--- src/rtl/lsra_pkg.sv ---
// Package for the linear-scan register allocator: widths, codes, state enum.
// Used by the top level, controller, datapath and checker; depends on nothing.
`default_nettype none
package lsra_pkg;
    localparam int NUM_REGS_DEF = 12;
    localparam int ORDER_ENTRIES = 12;
    localparam int SLOT_SHIFT = 3;
    localparam logic [15:0] SPILL_MAX = 16'hFFFF;

    localparam logic [47:0] ORDER_RESET = 48'd280222829740560;
    localparam logic [3:0]  COUNT_RESET = 4'd12;
    localparam logic [15:0] CALLEE_RESET = 16'd61640;

    localparam logic OP_ALLOC = 1'b0;
    localparam logic OP_CLEAR = 1'b1;

    localparam logic [1:0] CFG_ORDER = 2'd0;
    localparam logic [1:0] CFG_COUNT = 2'd1;
    localparam logic [1:0] CFG_CALLEE = 2'd2;

    typedef enum logic [2:0] {
        S_IDLE,
        S_RETIRE,
        S_PLACE,
        S_INSERT,
        S_OUT
    } t_state;

    typedef struct packed {
        logic load;
        logic clear;
        logic retire_step;
        logic place;
        logic insert_step;
        logic finish;
    } t_cmd;

    typedef struct packed {
        logic retire_done;
        logic insert_done;
    } t_status;

    typedef struct packed {
        logic        op;
        logic [15:0] virtual_reg;
        logic [15:0] first_use;
        logic [15:0] last_use;
    } t_interval;

    typedef struct packed {
        logic [1:0]  index;
        logic [47:0] value;
    } t_cfg_write;

    typedef struct packed {
        logic [15:0] virtual_reg_out;
        logic        in_register;
        logic [3:0]  phys_reg;
        logic [18:0] slot_offset;
        logic        evicted_valid;
        logic [15:0] evicted_vreg;
        logic [18:0] evicted_offset;
        logic [15:0] slots_used;
        logic [15:0] callee_used;
    } t_result;
endpackage
`default_nettype wire

--- src/rtl/lsra_if.sv ---
// Valid/ready channel interface carrying a payload of any type.
// Depends on nothing.
`default_nettype none
interface lsra_if #(parameter type T = logic) ();
    logic valid;
    logic ready;
    T     data;
    modport source (output valid, output data, input ready);
    modport sink (input valid, input data, output ready);
endinterface
`default_nettype wire

--- src/rtl/linear_scan_register_allocator_top.sv ---
// Top level of the linear-scan register allocator: config registers,
// controller and datapath. Depends on lsra_pkg, lsra_if, lsra_ctrl, lsra_dp.
`default_nettype none
// One interval is handled at a time. An allocate passes through the retire,
// place and insert states before its result is offered: the retirement pass
// walks the active intervals (up to NUM_REGS), and the insertion shifts entries
// (up to NUM_REGS - 1) to put the new one into the end-sorted active list; a
// clear goes straight to the result state. A stalled result holds the block
// and its input.
// Order and count writes take effect at the next clear; the callee mask at once.
module linear_scan_register_allocator_top
    import lsra_pkg::*;
#(
    parameter int NUM_REGS = NUM_REGS_DEF
) (
    input  wire logic i_clk,
    input  wire logic i_rst_n,
    lsra_if.sink      in_ch,
    lsra_if.source    out_ch,
    lsra_if.sink      cfg_ch
);
    logic [47:0] r_order;
    logic [3:0]  r_count;
    logic [15:0] r_callee;
    t_cmd        w_cmd;
    t_status     w_status;

    assign cfg_ch.ready = 1'b1;

    always_ff @(posedge i_clk) begin
        if (!i_rst_n) begin
            r_order <= ORDER_RESET;
            r_count <= COUNT_RESET;
            r_callee <= CALLEE_RESET;
        end else if (cfg_ch.valid) begin
            unique case (cfg_ch.data.index)
                CFG_ORDER: r_order <= cfg_ch.data.value[47:0];
                CFG_COUNT: r_count <= cfg_ch.data.value[3:0];
                CFG_CALLEE: r_callee <= cfg_ch.data.value[15:0];
                default: ;
            endcase
        end
    end

    lsra_ctrl u_ctrl (
        .i_clk(i_clk),
        .i_rst_n(i_rst_n),
        .i_in_valid(in_ch.valid),
        .i_op(in_ch.data.op),
        .o_in_ready(in_ch.ready),
        .o_out_valid(out_ch.valid),
        .i_out_ready(out_ch.ready),
        .o_cmd(w_cmd),
        .i_status(w_status)
    );

    lsra_dp #(.NUM_REGS(NUM_REGS)) u_dp (
        .i_clk(i_clk),
        .i_rst_n(i_rst_n),
        .i_cmd(w_cmd),
        .o_status(w_status),
        .i_vreg(in_ch.data.virtual_reg),
        .i_start(in_ch.data.first_use),
        .i_end(in_ch.data.last_use),
        .i_order(r_order),
        .i_count(r_count),
        .i_callee_mask(r_callee),
        .o_result(out_ch.data)
    );
endmodule
`default_nettype wire

--- src/rtl/lsra_ctrl.sv ---
// Controller state machine of the allocator.
// Depends on lsra_pkg.
`default_nettype none
module lsra_ctrl
    import lsra_pkg::*;
(
    input  wire logic    i_clk,
    input  wire logic    i_rst_n,
    input  wire logic    i_in_valid,
    input  wire logic    i_op,
    output logic         o_in_ready,
    output logic         o_out_valid,
    input  wire logic    i_out_ready,
    output t_cmd         o_cmd,
    input  wire t_status i_status
);
    t_state r_state, n_state;

    always_ff @(posedge i_clk) begin
        if (!i_rst_n) begin
            r_state <= S_IDLE;
        end else begin
            r_state <= n_state;
        end
    end

    always_comb begin
        n_state = r_state;
        o_cmd = '0;
        o_in_ready = 1'b0;
        o_out_valid = 1'b0;
        unique case (r_state)
            S_IDLE: begin
                o_in_ready = 1'b1;
                if (i_in_valid) begin
                    o_cmd.load = 1'b1;
                    if (i_op == OP_CLEAR) begin
                        o_cmd.clear = 1'b1;
                        n_state = S_OUT;
                    end else begin
                        n_state = S_RETIRE;
                    end
                end
            end
            S_RETIRE: begin
                if (i_status.retire_done) begin
                    n_state = S_PLACE;
                end else begin
                    o_cmd.retire_step = 1'b1;
                end
            end
            S_PLACE: begin
                o_cmd.place = 1'b1;
                n_state = S_INSERT;
            end
            S_INSERT: begin
                if (i_status.insert_done) begin
                    o_cmd.finish = 1'b1;
                    n_state = S_OUT;
                end else begin
                    o_cmd.insert_step = 1'b1;
                end
            end
            S_OUT: begin
                o_out_valid = 1'b1;
                if (i_out_ready) begin
                    n_state = S_IDLE;
                end
            end
            default: n_state = S_IDLE;
        endcase
    end
endmodule
`default_nettype wire

--- src/rtl/lsra_dp.sv ---
// Datapath of the allocator: free queue, sorted active list, counters.
// Depends on lsra_pkg.
`default_nettype none
module lsra_dp
    import lsra_pkg::*;
#(
    parameter int NUM_REGS = NUM_REGS_DEF
) (
    input  wire logic        i_clk,
    input  wire logic        i_rst_n,
    input  wire t_cmd        i_cmd,
    output t_status          o_status,
    input  wire logic [15:0] i_vreg,
    input  wire logic [15:0] i_start,
    input  wire logic [15:0] i_end,
    input  wire logic [47:0] i_order,
    input  wire logic [3:0]  i_count,
    input  wire logic [15:0] i_callee_mask,
    output t_result          o_result
);
    localparam int IW = (NUM_REGS > 1) ? $clog2(NUM_REGS) : 1;
    localparam int CW = $clog2(NUM_REGS + 1);
    localparam logic [CW-1:0] FULL = CW'(NUM_REGS);
    localparam int CNT_RST = int'(COUNT_RESET);
    localparam int LIM_ORD = (CNT_RST > ORDER_ENTRIES) ? ORDER_ENTRIES : CNT_RST;
    localparam int LIM_RST = (LIM_ORD > NUM_REGS) ? NUM_REGS : LIM_ORD;

    logic [3:0]    r_fq [NUM_REGS];
    logic [CW-1:0] r_fcnt;
    logic [15:0]   r_av [NUM_REGS];
    logic [15:0]   r_ae [NUM_REGS];
    logic [3:0]    r_ar [NUM_REGS];
    logic [CW-1:0] r_acnt;
    logic [15:0]   r_spill;
    logic [15:0]   r_seen;
    logic [15:0]   r_vreg, r_start, r_end;
    logic [CW-1:0] r_ri;
    logic [CW-1:0] r_kept;
    logic [CW-1:0] r_pos;
    logic          r_ins;
    logic [3:0]    r_ins_reg;
    t_result       r_res;

    logic [3:0] lim;
    logic [IW-1:0] ri_ix, kept_ix, pos_ix, last_ix, fc_ix;
    logic [18:0] off_now;

    always_comb begin
        lim = (i_count > 4'(ORDER_ENTRIES)) ? 4'(ORDER_ENTRIES) : i_count;
        if (32'(lim) > NUM_REGS) lim = 4'(NUM_REGS);
        ri_ix = r_ri[IW-1:0];
        kept_ix = r_kept[IW-1:0];
        pos_ix = (r_pos == '0) ? '0 : IW'(r_pos - 1'b1);
        last_ix = (r_acnt == '0) ? '0 : IW'(r_acnt - 1'b1);
        fc_ix = r_fcnt[IW-1:0];
        off_now = {r_spill, 3'b000};
        o_status.retire_done = (r_ri >= r_acnt);
        o_status.insert_done = !r_ins || r_pos == '0 || r_ae[pos_ix] <= r_end;
        o_result = r_res;
    end

    always_ff @(posedge i_clk) begin
        if (!i_rst_n) begin
            for (int i = 0; i < NUM_REGS; i++) begin
                r_fq[i] <= (i < ORDER_ENTRIES) ? ORDER_RESET[4*(i%ORDER_ENTRIES) +: 4] : 4'd0;
            end
            r_fcnt <= CW'(LIM_RST);
            r_acnt <= '0;
            r_spill <= '0;
            r_seen <= '0;
            r_ins <= 1'b0;
        end else begin
            if (i_cmd.load) begin
                r_vreg <= i_vreg;
                r_start <= i_start;
                r_end <= i_end;
                r_ri <= '0;
                r_kept <= '0;
                r_ins <= 1'b0;
                r_res <= '{virtual_reg_out: i_vreg, default: '0};
            end
            if (i_cmd.clear) begin
                for (int i = 0; i < NUM_REGS; i++) begin
                    r_fq[i] <= (i < ORDER_ENTRIES) ? i_order[4*(i%ORDER_ENTRIES) +: 4] : 4'd0;
                end
                r_fcnt <= CW'(lim);
                r_acnt <= '0;
                r_spill <= '0;
                r_seen <= '0;
            end
            if (i_cmd.retire_step) begin
                if (r_ae[ri_ix] < r_start) begin
                    if (r_fcnt < FULL) begin
                        r_fq[fc_ix] <= r_ar[ri_ix];
                        r_fcnt <= r_fcnt + 1'b1;
                    end
                end else begin
                    r_av[kept_ix] <= r_av[ri_ix];
                    r_ae[kept_ix] <= r_ae[ri_ix];
                    r_ar[kept_ix] <= r_ar[ri_ix];
                    r_kept <= r_kept + 1'b1;
                end
                r_ri <= r_ri + 1'b1;
                if (r_ri + 1'b1 >= r_acnt) begin
                    r_acnt <= (r_ae[ri_ix] < r_start) ? r_kept : r_kept + 1'b1;
                end
            end
            if (i_cmd.place) begin
                if (r_fcnt != '0) begin
                    for (int i = 0; i < NUM_REGS - 1; i++) begin
                        r_fq[i] <= r_fq[i+1];
                    end
                    r_fcnt <= r_fcnt - 1'b1;
                    r_seen <= r_seen | (i_callee_mask & (16'd1 << r_fq[0]));
                    r_res.in_register <= 1'b1;
                    r_res.phys_reg <= r_fq[0];
                    r_ins <= (r_acnt < FULL);
                    r_ins_reg <= r_fq[0];
                    r_pos <= r_acnt;
                end else if (r_acnt != '0 && r_ae[last_ix] > r_end) begin
                    r_res.evicted_valid <= 1'b1;
                    r_res.evicted_vreg <= r_av[last_ix];
                    r_res.evicted_offset <= off_now;
                    if (r_spill != SPILL_MAX) r_spill <= r_spill + 1'b1;
                    r_res.in_register <= 1'b1;
                    r_res.phys_reg <= r_ar[last_ix];
                    r_ins <= 1'b1;
                    r_ins_reg <= r_ar[last_ix];
                    r_acnt <= r_acnt - 1'b1;
                    r_pos <= r_acnt - 1'b1;
                end else begin
                    r_res.slot_offset <= off_now;
                    if (r_spill != SPILL_MAX) r_spill <= r_spill + 1'b1;
                end
            end
            if (i_cmd.insert_step) begin
                r_av[r_pos[IW-1:0]] <= r_av[pos_ix];
                r_ae[r_pos[IW-1:0]] <= r_ae[pos_ix];
                r_ar[r_pos[IW-1:0]] <= r_ar[pos_ix];
                r_pos <= r_pos - 1'b1;
            end
            if (i_cmd.finish) begin
                if (r_ins) begin
                    r_av[r_pos[IW-1:0]] <= r_vreg;
                    r_ae[r_pos[IW-1:0]] <= r_end;
                    r_ar[r_pos[IW-1:0]] <= r_ins_reg;
                    r_acnt <= r_acnt + 1'b1;
                end
                r_res.slots_used <= r_spill;
                r_res.callee_used <= r_seen;
            end
        end
    end
endmodule
`default_nettype wire

--- src/flat_wrapper.sv ---
// flat-port wrapper written by rule: the top's interface ports become plain ports
module linear_scan_register_allocator_top_flat import lsra_pkg::*;
#(
    parameter int NUM_REGS = NUM_REGS_DEF
)
  (i_clk, i_rst_n, in_ch_valid, in_ch_data, in_ch_ready, out_ch_valid, out_ch_data, out_ch_ready, cfg_ch_valid, cfg_ch_data, cfg_ch_ready);
  lsra_if #(.T(t_interval)) in_ch_i ();
  lsra_if #(.T(t_result)) out_ch_i ();
  lsra_if #(.T(t_cfg_write)) cfg_ch_i ();
  input  wire logic i_clk;
  input  wire logic i_rst_n;
  input wire logic [$bits(in_ch_i.valid)-1:0] in_ch_valid;
  input wire logic [$bits(in_ch_i.data)-1:0] in_ch_data;
  output wire logic [$bits(in_ch_i.ready)-1:0] in_ch_ready;
  output wire logic [$bits(out_ch_i.valid)-1:0] out_ch_valid;
  output wire logic [$bits(out_ch_i.data)-1:0] out_ch_data;
  input wire logic [$bits(out_ch_i.ready)-1:0] out_ch_ready;
  input wire logic [$bits(cfg_ch_i.valid)-1:0] cfg_ch_valid;
  input wire logic [$bits(cfg_ch_i.data)-1:0] cfg_ch_data;
  output wire logic [$bits(cfg_ch_i.ready)-1:0] cfg_ch_ready;
  assign in_ch_i.valid = in_ch_valid;
  assign in_ch_i.data = in_ch_data;
  assign in_ch_ready = in_ch_i.ready;
  assign out_ch_valid = out_ch_i.valid;
  assign out_ch_data = out_ch_i.data;
  assign out_ch_i.ready = out_ch_ready;
  assign cfg_ch_i.valid = cfg_ch_valid;
  assign cfg_ch_i.data = cfg_ch_data;
  assign cfg_ch_ready = cfg_ch_i.ready;
  linear_scan_register_allocator_top #(.NUM_REGS(NUM_REGS)) u_core (.i_clk(i_clk), .i_rst_n(i_rst_n), .in_ch(in_ch_i), .out_ch(out_ch_i), .cfg_ch(cfg_ch_i));
endmodule
--- config.mk ---
export PLATFORM = sky130hd
export DESIGN_NAME = linear_scan_register_allocator_top_flat
export DESIGN_NICKNAME = d
export VERILOG_FILES = /design/src/rtl/lsra_pkg.sv /design/src/rtl/lsra_if.sv /design/src/rtl/linear_scan_register_allocator_top.sv /design/src/rtl/lsra_ctrl.sv /design/src/rtl/lsra_dp.sv /design/src/flat_wrapper.sv
export SDC_FILE = /design/constraint.sdc
export NUM_CORES = 2
export LEC_CHECK = 0
export ABC_CLOCK_PERIOD_IN_PS = 12500
export CAP_MARGIN = 20
export CORE_AREA = 2 2 317 319
export DETAILED_ROUTE_END_ITERATION = 6
export DIE_AREA = 0 0 319 321
export DONT_BUFFER_PORTS = 1
export GPL_ROUTABILITY_DRIVEN = 0
export PLACE_DENSITY_LB_ADDON = 0.1
export RECOVER_POWER = 25
export SLEW_MARGIN = 20
export SYNTH_ARGS = -nofsm -noshare
export SYNTH_HDL_FRONTEND = slang
export SYNTH_SLANG_ARGS = --single-unit
--- constraint.sdc ---
create_clock -name i_clk -period 12.5 [get_ports i_clk]
set_input_delay 2.5 -clock i_clk [delete_from_list [all_inputs] [get_ports i_clk]]
set_output_delay 2.5 -clock i_clk [all_outputs]
set_load 0.03 [all_outputs]
# Yosys cells after proc, flatten, opt, wreduce, memory -nomap -nowiden
# Memories as Yosys holds them, arrays and structs flattened. A register that Yosys moved wholly into a read port is not among the register bits.
# Index checks and enable logic that the tools add are counted.
[word_totals]
ff_bits = 268
mem_bits_rw = 480
memories = 4
wordCells = 244
input_bits = 104
out_inout_bits = 111
[mem_list]
columns = ["name", "words", "word_bits", "rd", "rd_clocked_by_memory_dff", "write_ports", "line", "rtl"]
rows = [
  ["u_core.u_dp.r_ae", 12, 16, 3, 1, 1, "lsra_dp.sv:31", "logic [15:0] r_ae [NUM_REGS];"],
  ["u_core.u_dp.r_av", 12, 16, 3, 1, 1, "lsra_dp.sv:30", "logic [15:0] r_av [NUM_REGS];"],
  ["u_core.u_dp.r_ar", 12, 4, 3, 1, 1, "lsra_dp.sv:32", "logic [3:0] r_ar [NUM_REGS];"],
  ["u_core.u_dp.r_fq", 12, 4, 12, 0, 12, "lsra_dp.sv:28", "logic [3:0] r_fq [NUM_REGS];"],
]
[op_classes]
n_lt_le_gt_ge = 9
bitwise_logic = 28
n_reduce_logical = 28
n_mux = 131
add_sub_neg = 8
shifts = 1
n_eq_ne = 11
[op_table]
columns = ["operator", "count"]
rows = [
  ["$mux 4", 63],
  ["$mux 16", 11],
  ["$mux 92", 1],
  ["$mux 60", 1],
  ["$mux 55", 1],
  ["$mux 1", 40],
  ["$mux 36", 1],
  ["$mux 32", 1],
  ["$reduce_or 16->1", 2],
  ["$or 1x1->1", 26],
  ["$mux 19", 1],
  ["$add 16x1->16 const B", 1],
  ["$add 4x1->4 const B", 4],
  ["$and 16x16->16", 1],
  ["$gt 16x16->1", 1],
  ["$le 16x16->1", 1],
  ["$lt 16x16->1", 1],
  ["$ne 16x16->1 const B", 1],
  ["$or 16x16->16", 1],
  ["$shl 1x4->16 const A", 1],
  ["$mux 3", 5],
  ["$pmux 3 s5", 1],
  ["$reduce_and 2->1", 6],
  ["$sub 4x1->4 const B", 3],
  ["23 further kinds", 41],
]

# Depth between registers and ports, before layout
# An unclocked memory read counts as a cell.
[logic_depth]
depth_word = 13
ltp_mapped = 23
depth_no_buf = 17

# Hierarchy
# From an unflattened synthesis, not the netlist that was laid out.
[hier_totals]
hier_cells = 4197
area_unflattened_um2 = 45434.8
[modules_own_cells]
columns = ["mod", "area_per_inst_um2", "seq_area_each_um2", "n_inst", "cells_each"]
rows = [
  ["lsra_dp", 42345.6, 19999.2, 1, 3877],
  ["linear_scan_register_allocator_top", 2860.2, 1361.3, 1, 294],
  ["lsra_ctrl", 229.0, 60.1, 1, 26],
]

# Worst setup path before layout
# Ideal clock, no wire load.
[synth_path]
path_type = "reg-to-reg"
from = "register u_core.u_dp.r_pos[0]"
to = "register u_core.u_dp.r_res (netlist bit u_core.u_dp.o_result[0]), enable pin"
required_ns = 12.079
setup_time_ns = 0.421
synth_period_minus_slack_ns = 6.729
path_stages_with_launch = 23
arrival_time_ns = 6.308
slack_ns = 5.771
n_path_buf = 7
cell_sequence = "edfxtp_1 -> inv_2 -> clkbuf_1 -> clkbuf_1 -> ha_1 -> or3b_2 -> clkbuf_1 -> nand2b_1 -> buf_2 -> buf_2 -> buf_1 -> nand3_1 -> a21oi_1 -> a31oi_1 -> ha_1 -> nand4_1 -> or4_1 -> nand3_1 -> a31oi_1 -> nor2_2 -> buf_2 -> nor2_1 -> nor2_1"
[synth_via]
elab_chain_cells = 9
elab_cells_between_ends = 11
cone_classes = "add/sub: 1; order compare: 1; mux: 3; reduce/logical: 5; memory: 1"
[synth_rtl]
columns = ["element", "line", "rtl"]
rows = [
  ["start, declared", "lsra_dp.sv:39", "logic [CW-1:0] r_pos;"],
  ["start signal, assigned", "lsra_dp.sv:119", "r_pos <= r_acnt;"],
  ["start signal, assigned", "lsra_dp.sv:130", "r_pos <= r_acnt - 1'b1;"],
  ["start signal, assigned", "lsra_dp.sv:140", "r_pos <= r_pos - 1'b1;"],
  ["$sub 4x1->4 or $logic_not 4->1 (tied branches)", "lsra_dp.sv:53, lsra_dp.sv:58", ""],
  ["$mux 4", "lsra_dp.sv:53", "pos_ix = (r_pos == '0) ? '0 : IW'(r_pos - 1'b1);"],
  ["$mem_v2 12x16", "n/a", ""],
  ["$le 16x16->1", "lsra_dp.sv:58", "o_status.insert_done = !r_ins || r_pos == '0 || r_ae[pos_ix] <= r_end;"],
  ["$logic_or 1x1->1 *", "lsra_dp.sv:58", ""],
  ["$mux 1 *", "lsra_ctrl.sv:57", "if (i_status.insert_done) begin"],
  ["$mux 2 *", "lsra_ctrl.sv:32", "unique case (r_state)"],
  ["$reduce_bool 2->1 (no source line) *", "n/a", ""],
  ["$reduce_and 2->1 (no source line) *", "n/a", ""],
  ["end, declared", "lsra_dp.sv:42", "t_result r_res;"],
]
# Every way passes the cells marked *; elsewhere a longest branch is shown, timed or not.
# A chain may end at the register's enable or synchronous reset.

# Worst setup path in the final report
[layout_path]
from = "register u_core.u_dp.r_pos[1]"
to = "memory u_core.u_dp.r_ar[1][0], data pin"
[layout_via]
elab_chain_cells = 13
elab_cells_between_ends = 21
cone_classes = "add/sub: 1; order compare: 1; mux: 12; bitwise: 1; reduce/logical: 4; memory: 2"
[layout_rtl]
columns = ["element", "line", "rtl"]
rows = [
  ["$sub 4x1->4 or $logic_not 4->1 (tied branches)", "lsra_dp.sv:53, lsra_dp.sv:58", ""],
  ["$mux 4", "lsra_dp.sv:53", ""],
  ["$mem_v2 12x16", "n/a", ""],
  ["$le 16x16->1", "lsra_dp.sv:58", ""],
  ["$logic_or 1x1->1", "lsra_dp.sv:58", ""],
  ["$mux 1", "lsra_ctrl.sv:57", ""],
  ["$mux 2", "lsra_ctrl.sv:32", ""],
  ["$mux 1 (on tied branches)", "lsra_dp.sv:136, lsra_dp.sv:142", ""],
  ["$mux 1", "lsra_dp.sv:63", "if (!i_rst_n) begin"],
  ["$mux 1 (on tied branches)", "lsra_dp.sv:139, lsra_dp.sv:146", ""],
  ["$or 1x1->1 (no source line)", "n/a", ""],
  ["$reduce_or 4->1 (no source line)", "n/a", ""],
  ["$mux 4 (no source line) *", "n/a", ""],
  ["end, declared", "lsra_dp.sv:32", ""],
]
# Marked as above.

==> key figures <==
Detailed routing
  – DRT Wirelength: between 100000 and 150000 um
  – Post-DRT Antenna Nets: 0
  – TritonRoute pass-1 iters: 5
  – Vias: approximately 30000
  – Vias/cell: roughly 6.4
  – DRC: 0
  – First DRT Iteration DRCs: 3316
  – Drt wl/cell: 28.82 um

STA
  – RSZ-0062 raised after global routing: false
  – Fin. max-slew vios: about 220
  – Crit path time final: approximately 7.3 ns
  – Finish-stage setup viols: 0
  – Setup_tns: 0 ns
  – Fin. Hold Viols: 0
  – Final critical-path share of the clock period: 58.70%
  – Final worst slack: between 5 and 6 ns
  – Slew @ Worst Pin: 3.561 ns
  – Fmax achieved: around 140 MHz
  – Clk_skew: about 0.031 ns
  – Worst rel slew slack: -137.4%

Clock tree
  – Clock sinks: roughly 750
  – Clk buf depth: 3
  – CTS clk-pin slew, worst paths: about 0.060 ns
  – CTS buffer count: 88
  – CTS Root Cell: clkbuf_16
  – Skew-Pair Late Insertion Delay: between 0.6 and 0.7 ns
  – Post-CTS Setup Bufs: 0
  – Hold buffer count at cts: 0
  – CTS resizes: 0
  – H-tree depth: 3
  – CTS tree: built

Worst setup path
  – RR Endpoint: u_core.u_dp.r_ar[1][0]
  – Crit Path Max Fanout: 58
  – Worst EP arrival: 7.59 ns
  – Crit end category: register
  – Critical path type: register to register
  – FF-to-FF path depth: 18
  – Crit. Startpoint: u_core.u_dp.r_pos[1]
  – FF-to-FF setup slack: 5.16 ns
  – CP required: approximately 13 ns
  – R2r startpoint: u_core.u_dp.r_pos[1]
  – CP Launch Type: register

Synth
  – Mapped Avg Cell Area: 11.44 sq um
  – Part of the Yosys area used for sequential elements: a little over half
  – Syn Std Cell Area: between 30000 and 40000 sq um
  – Unique cell type count in the Yosys netlist: between 70 and 80
  – Mapped Nets: 3608
  – Register bit total from synthesis: between 700 and 800
  – Synth warnings: 0
  – Primary FF master, synth: edfxtp_1
  – Synth async-reset ratio: 0%
  – Yosys top cell by area: edfxtp_1
  – Post-synth EDFFs: 636
  – Synth top area cells: edfxtp_1 (49%), mux4_2 (9.2%), nand2_1 (6.2%)
  – Cells after Synth: approximately 3400
  – Top cell type's share of synthesized area: about half

Floorplanning
  – Die Width: 319 um
  – Initial Util: roughly two fifths
  – Die Y: around 320 um
  – Core area: a little under 100000 sq um
  – Die ar.: 102400 sq um
  – Top-level port count: 215
  – Num rows: roughly 120

Outcome
  – Status: complete, but fails checks
  – Failing checks: max-capacitance violations, max-slew violations

Power
  – Pwr/cell area: 159.0 nW/um^2
  – Max rail drop VDD: between 0.0001 and 0.00015 V
  – Leakage Power: around 0.015 uW

Worst hold path
  – Min-delay src: u_core.r_order[1]
  – Hold Path End: u_core.r_order[1]
  – Worst Hold Class: register to register
  – Worst Hold Depth: 2

GRT
  – Initial antenna violation count: 4
  – First-pass GRT wire length: between 150000 and 200000 um
  – Pin count of the biggest net entering global routing: approximately 130
  – GRT Overall Usage: 26.08%
  – GRT overflow: 0
  – Vias in the first global route: about 30000

Run
  – MaxCap Viol Count: 5

Final layout
  – P&R area growth vs syn: 11.37%
  – Finished Layout Cells: roughly 4700
  – Fin nets: roughly 3500
  – Design area: 43830 sq um
  – Antenna diode count: 0
  – Share of layout cells above drive strength 1: approximately 14%

Place
  – # port buffers: 0
  – Post-Place Cells: ~4500
  – Place WS: just over 5 ns
  – DP Area: roughly 40000 sq um
  – Post-DP HPWL: about 80000 um
[cell usage in the layout, fill, tap and decap left out, types with 13 or more instances in the layout]
cell | Yosys | layout
nand2_1 | 645 | 643
edfxtp_1 | 636 | 636
mux2i_1 | 161 | 160
mux4_2 | 160 | 160
o21ai_0 | 174 | 151
a21oi_1 | 141 | 138
nor2_1 | 154 | 135
nand3_1 | 126 | 126
a211oi_1 | 113 | 112
dfxtp_1 | 116 | 111
clkbuf_16 | 0 | 90
and2_1 | 79 | 77
and3_1 | 75 | 75
a31oi_1 | 74 | 73
ha_1 | 65 | 65
buf_4 | 2 | 62
inv_1 | 52 | 53
a311o_1 | 37 | 37
o221ai_1 | 37 | 37
a22oi_1 | 33 | 33
o211ai_1 | 25 | 25
o21ai_1 | 2 | 25
a311oi_1 | 24 | 24
nor3_1 | 24 | 23
or3_1 | 23 | 23
or2_2 | 22 | 22
nor2_4 | 0 | 16
nor2b_1 | 17 | 16
o22ai_1 | 16 | 16
clkbuf_1 | 215 | 16
bufinv_16 | 0 | 15
mux2_2 | 14 | 14
clkinv_2 | 0 | 13
[cell families after synthesis]
family	share of synthesized area [%]
other	0.009529
AOI/OAI and AO/OA	12.53
buffers and inverters	3.202
DFF	54.43
adders and majority gates	2.067
xor gates and xnor gates	0.2671
and+or+nand+nor	13.84
muxes	13.65
[worst max-delay path by stage]
| stage | cells past startpoint | endpoint | slack, ns |
|---|---|---|---|
| finish | 18 | u_core.u_dp.r_ar[1][0] | 5.16 |
| global route | 18 | u_core.u_dp.r_av[4][8] | 4.66 |
| CTS | 19 | u_core.u_dp.r_ae[5][7] | 5.01 |
| detailed placement | 19 | u_core.u_dp.r_ae[5][5] | 5.14 |
| global placement | 18 | u_core.u_dp.r_av[0][11] | 5.36 |
| floorplan | 22 | u_core.u_dp.o_result[0] | 5.77 |
[layer usage]
layer | up-vias | wire length (um) | global-route usage (%)
met5 | - | 13 | 0
met4 | 2 | 5533 | 11.36
met3 | 355 | 11170 | 4.527
met2 | 1599 | 63840 | 42.73
met1 | 15060 | 55000 | 34.10
li1 | 12870 | - | -
[cell usage after synthesis (17+ instances only)]
master and n:
a211oi_1 113, nand3_1 126, clkbuf_1 215, o211ai_1 25, a311o_1 37, mux4_2 160
a311oi_1 24, nor3_1 24, dfxtp_1 116, buf_2 17, o21ai_0 174, buf_1 33
a21oi_1 141, o221ai_1 37, and2_1 79, or2_2 22, nor2_1 154, and3_1 75
nor2b_1 17, inv_1 52, a22oi_1 33, ha_1 65, or3_1 23, a31oi_1 74
edfxtp_1 636, nand2_1 645, mux2i_1 161
[layout make-up]
cell class / count / area (sq um)
Tap cell: 1298 / 1624
Timing Repair Buffer: 69 / 533.0
Clock buffer: 107 / 2366
Inverter: 55 / 206.4
Clock inverter: 59 / 754.5
Multi-Input combinational cell: 2363 / 16910
Fill cell: 9125 / 55450
Sequential cell: 752 / 21440
[worst max-delay path: stages, from the launching register on]
cell,delay [ns]
edfxtp_1,0.45
inv_1,0.12
ha_1,0.23
or3b_2,0.45
buf_4,0.28
nand2b_4,0.72
buf_4,0.64
a211oi_1,0.13
a311o_1,0.35
a31oi_1,0.26
ha_1,0.30
a21oi_1,0.16
o21ai_0,0.18
a21oi_1,0.49
a31o_2,0.75
nor2_1,0.29
nand2_1,0.13
buf_4,0.40
o221ai_1,0.51
[through the flow]
| stage | hold slack [ns] | utilization, % | total power (uW) |
|---|---|---|---|
| after global placement | 0.4417 | 40.97 | 4218 |
| after detailed placement | 0.4523 | 40.97 | 4242 |
| after global routing | 0.4770 | 44.15 | 7240 |
| after CTS | 0.4609 | 44.12 | 7016 |
| after floorplan | 0.4286 | - | 3806 |
| final | 0.4598 | 44.15 | 6969 |
[power by group]
part | internal (uW) | leakage (uW) | switching [uW]
combinational | 395 | 0.00657 | 799
sequential | 2870 | 0.00679 | 135
clock | 1670 | 0.00151 | 1100
total | 4940 | 0.0149 | 2030
Power figures use the tool's default switching activity.
